## config.mk

```make
export PLATFORM = sky130hd
export DESIGN_NAME = jbf_divider
export DESIGN_NICKNAME = d
export VERILOG_FILES = /design/src/sv/jbf_pkg.sv /design/src/sv/jbf_divider.sv
export SDC_FILE = /design/constraint.sdc
export NUM_CORES = 1
export LEC_CHECK = 0
export BUFFER_PORTS_ARGS = -buffer_cell sky130_fd_sc_hd__buf_2
export CORE_MARGIN = 5
export CORE_UTILIZATION = 30
export DETAILED_ROUTE_END_ITERATION = 8
export PLACE_DENSITY_LB_ADDON = 0.12
export SETUP_SLACK_MARGIN = 0.3
export SYNTH_ARGS = -nofsm -noshare
export SYNTH_HDL_FRONTEND = slang
export SYNTH_SLANG_ARGS = --single-unit
```

## constraint.sdc

```tcl
create_clock -name clk -period 5.4 [get_ports clk]
set_input_delay 1.08 -clock clk [delete_from_list [all_inputs] [get_ports clk]]
set_output_delay 1.08 -clock clk [all_outputs]
set_load 0.02 [all_outputs]
```

## src/sv/jbf_pkg.sv

```systemverilog
// Shared types and constants for the joint bilateral filter unit.
package jbf_pkg;

    localparam int MAX_WIDTH    = 256;
    localparam int MAX_HEIGHT   = 256;
    localparam int MAX_RADIUS   = 20;
    localparam int COLOUR_DEPTH = 768;
    localparam int DIST_DEPTH   = 2 * MAX_RADIUS * MAX_RADIUS + 1;
    localparam int PIX_AW       = 16;
    localparam int TBL_AW       = 10;
    localparam int NUM_W        = 52;
    localparam int DEN_W        = 28;

    localparam logic [1:0] MODE_PIXEL  = 2'd0;
    localparam logic [1:0] MODE_QUERY  = 2'd1;
    localparam logic [1:0] MODE_COLOUR = 2'd2;
    localparam logic [1:0] MODE_DIST   = 2'd3;

    localparam logic [1:0] REG_WIDTH  = 2'd0;
    localparam logic [1:0] REG_HEIGHT = 2'd1;
    localparam logic [1:0] REG_RADIUS = 2'd2;

    typedef enum logic [2:0] {
        ST_IDLE,
        ST_CENTRE,
        ST_SCAN,
        ST_DRAIN,
        ST_DIV,
        ST_DONE
    } state_t;

    typedef struct packed {
        logic [23:0] colour;
        logic [23:0] signal;
    } pixel_t;

    typedef struct packed {
        logic        colour_we;
        logic        dist_we;
        logic [9:0]  index;
        logic [15:0] weight;
    } tbl_wr_t;

endpackage

```

## src/sv/jbf_divider.sv

```systemverilog
// Bit-serial restoring divider, signed numerator, truncates toward zero.
module jbf_divider
    import jbf_pkg::*;
(
    input  logic                    clk,
    input  logic                    rst_n,
    input  logic                    start,
    input  logic signed [NUM_W-1:0] num,
    input  logic [DEN_W-1:0]        den,
    output logic                    done,
    output logic [23:0]             quotient
);

    logic [NUM_W-2:0] dividend_reg;
    logic [NUM_W-2:0] quo_reg;
    logic [DEN_W:0]   rem_reg;
    logic [DEN_W-1:0] den_reg;
    logic [5:0]       cnt_reg;
    logic             busy_reg;
    logic             neg_reg;
    logic             done_reg;
    logic [NUM_W-1:0] mag;
    logic [DEN_W:0]   rem_sh;
    logic             fits;

    assign mag    = num[NUM_W-1] ? NUM_W'(-num) : NUM_W'(num);
    assign rem_sh = {rem_reg[DEN_W-1:0], dividend_reg[NUM_W-2]};
    assign fits   = rem_sh >= {1'b0, den_reg};

    always_ff @(posedge clk or negedge rst_n)
    begin
        if (!rst_n)
        begin
            busy_reg <= 1'b0;
            done_reg <= 1'b0;
            cnt_reg  <= '0;
        end
        else
        begin
            done_reg <= 1'b0;
            if (start)
            begin
                busy_reg <= 1'b1;
                cnt_reg  <= '0;
            end
            else if (busy_reg)
            begin
                cnt_reg <= cnt_reg + 6'd1;
                if (cnt_reg == 6'(NUM_W - 2))
                begin
                    busy_reg <= 1'b0;
                    done_reg <= 1'b1;
                end
            end
        end
    end

    always_ff @(posedge clk)
    begin
        if (start)
        begin
            dividend_reg <= mag[NUM_W-2:0];
            den_reg      <= den;
            neg_reg      <= num[NUM_W-1];
            rem_reg      <= '0;
            quo_reg      <= '0;
        end
        else if (busy_reg)
        begin
            dividend_reg <= {dividend_reg[NUM_W-3:0], 1'b0};
            rem_reg      <= fits ? rem_sh - {1'b0, den_reg} : rem_sh;
            quo_reg      <= {quo_reg[NUM_W-3:0], fits};
        end
    end

    assign done     = done_reg;
    assign quotient = neg_reg ? 24'(-quo_reg[23:0]) : quo_reg[23:0];

endmodule

```

* Word level (Yosys, flattened, before mapping)
Index checks and enable logic that the tools add are counted.
Widths: inputs -> output; s select.
** Storage, ports and cells
- Flip-flop bits (word level) :: 140
- Input port bits :: 83
- Output and inout port bits :: 25
- Word-level logic and storage cells :: 28
** Cells by class
- Add/subtract/negate cells :: 4
- $lt $le $gt $ge :: 1
- Eq/ne operators :: 1
- Muxes and demuxes :: 13
- Reduce and logical (&&, ||, !) cells :: 1
** Operators by type and width (count)
- $mux 51 :: 3
- $neg 51->51 :: 1
- $ge 29x28->1 :: 1
- $mux 28 :: 1
- $sub 28x28->28 :: 1
- $mux 24 :: 1
- $neg 24->24 :: 1
- $mux 6 :: 2
- $add 6x1->6 const B :: 1
- $eq 6x6->1 const B :: 1
- $mux 1 :: 6
- $reduce_bool 2->1 :: 1

* Longest topological paths before layout
- Word-level depth :: 4
- Depth in mapped cells :: 12
- Gate-level depth less buffers :: 11

* Worst setup path before layout
Ideal clock, no wire load.
- Path kind :: in2reg
- Start :: in num[31]
- End :: reg dividend_reg[46] (data pin)
- Setup time :: 0.270 ns
- Arrival time :: 3.369 ns
- Required time :: 5.130 ns
- Setup slack :: 1.761 ns
- Stages on the path :: 7
- Path buffers :: 0
- Cells stage by stage :: or4_4 > or3_4 > or4b_4 > or3_4 > o41ai_1 > xor2_1 > a21oi_1
** On the way
- Word-level cells in the longest chain between the ends :: 3
** RTL lines
- start, declared :: RTL line jbf_divider.sv:8 : input logic signed [NUM_W-1:0] num,
- $neg 51->51 :: RTL line jbf_divider.sv:26 : assign mag = num[NUM_W-1] ? NUM_W'(-num) : NUM_W'(num);
- $mux 51 :: RTL line jbf_divider.sv:26
- $mux 51 :: RTL line jbf_divider.sv:60 : if (start)
- end signal, assigned :: RTL line jbf_divider.sv:62 : dividend_reg <= mag[NUM_W-2:0];
- end signal, assigned :: RTL line jbf_divider.sv:70 : dividend_reg <= {dividend_reg[NUM_W-3:0], 1'b0};
- end, declared :: RTL line jbf_divider.sv:14 : logic [NUM_W-2:0] dividend_reg;
No other way between the ends.
A chain may end at the register's enable or synchronous reset.

* Worst setup path after layout
- Start :: reg quo_reg[0]
- End :: out quotient[20]
** On the way
- Word-level cells in the longest chain between the ends :: 2
** RTL lines
- start, declared :: RTL line jbf_divider.sv:15 : logic [NUM_W-2:0] quo_reg;
- start signal, assigned :: RTL line jbf_divider.sv:72 : quo_reg <= {quo_reg[NUM_W-3:0], fits};
- $neg 24->24 :: RTL line jbf_divider.sv:77 : assign quotient = neg_reg ? 24'(-quo_reg[23:0]) : quo_reg[23:0];
- $mux 24 :: RTL line jbf_divider.sv:77
- end, declared :: RTL line jbf_divider.sv:11 : output logic [23:0] quotient
No other way between the ends.

==> flow_summary.toml <==
[timing]
maxSlewViolCount = 0
slew_headroom_pct = 28.2
fmax_mhz = 233
whs_ns = 0.492
max_slew.worst_pin.slew_ns = 1.07
post-route-period-util_pct = 79.4
hold_viol = 0
finalSetupViolCount = 0
period_needed_ns = 4.29
fin_tns_setup_ns = 0
rsz0062_at_grt = "false"
skew_ns = 0.0130

[yosys]
synth_seq_cells = 140
synth_async_sr_flop_share_pct = 5.71
synth-edff-count = 80
yosysWarnings = 0
syn_area_per_cell_um2 = 9.29
synth_nets = 1043
synth_cell_types = 61
ys_seq_area_share_pct = 42.3
synth_cells = 927
synth-main-ff-cell = "edfxtp_1"
synth_area_um2 = 8610

[power]
p_total_mw = 3.38
internal_power_mw = 2.26
p_sw_mw = 1.11
power_frac_seq_pct = 38.9
p_per_area_nw_per_um2 = 335
leakage_nw = 4.35
ir_drop_mv = 0.212
switching_share_pct = 33.0
p_comb_share_pct = 25.2
clkPwrFrac_pct = 36.0

[status]
outcome = "finished clean"

[routing]
postRouteAntennaNets = 0
via_count = 7034
wl_mm = 22.9
dr.pass1.iters = 4
drt-initial-drc-count = 290
via_per_inst = 5.00
wl_per_cell_um = 16.3
drc = 0

[cts]
cts_hold_buf = 0
cts_buffers = 17
clock_sinks = 140
cts_buffer_depth = 2
ctsResizeCount = 0
post-cts-setup-buffer-count = 0
root_buffer = "clkbuf_16"
cts_htree_levels = 4
cts_tree = "built"
clock_latency_ns = 0.43
clk_pin_slew_worst_paths_ns = 0.06

[finish]
mostFrequentLayoutCell = "nor2_1"
final_cells = 1406
largest_reg_flops = 51
layout.nets = 1125
design_area_um2 = 10100
layout_common_cells = "nor2_1 (107), buf_2 (106), edfxtp_1 (80)"
n_antenna_cell = 0
drive_gt1_share_pct = 16.9
syn2layout_area_growth_pct = 17.1

[flow_run]
drv_cap = 0

[worst_setup_path]
critPathMaxStageDelay_ns = 0.46
path_cells = "inv_1 -> ha_1 -> nand2_1 -> or3_1 -> or3_1 -> or3_1 -> o21ai_0 -> o21ai_0 -> xor2_1 -> buf_2"
cp.required_ns = 4.32
endpoint_kind = "output pin"
crit_slowest_cell = "o21ai_0"
critPathLaunchType = "flip-flop"
cp.arrival_ns = 3.21
path_class = "reg -> out"
crit_fanout = 4
path_common_cell = "or3_1"

[placed_design]
place_congestion = 0.818
post_dp_cell_area_um2 = 9490
hpwlAfterDp_mm = 15.8
portBuffers = 107
place_inst = 1374

[grt]
grt_pass1_vias = 7046
grtUsageTotal_pct = 14.0
grt_max_degree = 68
antenna_found_initial = 0
grt-ovfl-total = 0
grt_first_pass_wirelength_mm = 37.6

[floorplan]
die_area_um2 = 32200
core_um2 = 28500
die_h_um = 179
ios = 108
initial_core_util_pct = 30.2
row_count = 62
die_w_um = 179

[min_path]
hp-class = "in -> async"
[critical path: cells and delay by family, from the launching register on]
family / cells / cell delay (ns)
XOR/XNOR: 1 / 0.19
AND/OR/NAND/NOR: 4 / 1.14
flip-flops: 1 / 0.33
buffers and inverters: 2 / 0.27
AO/OA/AOI/OAI: 2 / 0.69
adder cells (fa/ha/maj): 1 / 0.16
[final timing paths]
check,startpoint,end,slack [ns],cells past startpoint
max,quo_reg[0],quotient[20],1.11,10
min,rst_n,done,0.49,1
max reg2reg,rem_reg[15],rem_reg[1],1.67,9
min reg2reg,rem_reg[20],rem_reg[20],0.51,2
max in group asynchronous,rst_n,busy_reg,4.72,1
min in group clk,rem_reg[20],rem_reg[20],0.51,2
[per-layer routing]
layer / part of all wire, % / GRT usage (%) / routed length, µm
met1: 52 / 20.6 / 12000
met2: 43 / 21.2 / 9760
met4: 0.99 / 3.57 / 227
met3: 4.1 / 2.67 / 939
met5: 0 / 0 / 0
[cell usage after synthesis, types with 5 or more instances]
library cell | n | area, µm²
clkbuf_1 | 41 | 154
nor2b_1 | 5 | 31.3
buf_1 | 6 | 22.5
a31oi_1 | 9 | 56.3
mux2_2 | 10 | 113
nor4_1 | 7 | 43.8
a311oi_1 | 14 | 123
o211ai_1 | 10 | 75.1
or2_2 | 5 | 31.3
dfxtp_1 | 52 | 1040
xnor2_1 | 33 | 289
o41ai_1 | 11 | 96.3
a211oi_1 | 9 | 67.6
a21o_1 | 18 | 135
o21ai_0 | 51 | 255
and3_1 | 11 | 68.8
nor3_1 | 13 | 65.1
nand2b_1 | 7 | 43.8
nand4_1 | 5 | 31.3
o21a_1 | 6 | 45.0
and2_1 | 8 | 50.1
nand3_1 | 28 | 140
ha_1 | 32 | 400
dfrtp_1 | 8 | 200
mux2i_1 | 27 | 270
xor2_1 | 61 | 534
nor2_1 | 107 | 402
or4_1 | 11 | 82.6
o31ai_1 | 25 | 188
edfxtp_1 | 80 | 2400
nand2_1 | 58 | 218
or3_1 | 14 | 87.6
inv_1 | 41 | 154
a21oi_1 | 61 | 305
[cell type report]
| cell class | instances | area [µm²] |
|---|---|---|
| fillers | 3003 | 18500 |
| multi-input cells | 695 | 4620 |
| inverters | 41 | 154 |
| flip-flops and latches | 140 | 3640 |
| well taps | 384 | 480 |
| clock buffers | 17 | 425 |
| clock inverters | 15 | 174 |
| repair buffers | 114 | 594 |
[logic make-up after synthesis]
| family | Yosys count | share of synthesized area [%] |
|---|---|---|
| simple gates | 288 | 16.1 |
| mux | 38 | 4.62 |
| fa+ha+maj | 33 | 4.88 |
| buf+inv | 92 | 4.10 |
| flops | 140 | 42.3 |
| compound gates | 242 | 18.5 |
| xor+xnor | 94 | 9.56 |
[through the flow]
stage          util [%]  setup WS [ns]
2_1_floorplan         -           1.76
3_3_place_gp       33.2           1.49
3_5_place_dp       33.2           1.46
4_1_cts            35.3           1.06
5_1_grt            35.3          0.894
6_report           35.3           1.11
[power by group through the flow]
stage	Clock, mW	Combinational [mW]	Sequential (mW)
2_1_floorplan	0	0.628	1.31
3_3_place_gp	0	0.855	1.34
3_5_place_dp	0	0.852	1.33
4_1_cts	1.26	0.857	1.31
5_1_grt	1.30	0.953	1.33
6_report	1.21	0.851	1.31
Power figures use the tool's default switching activity.
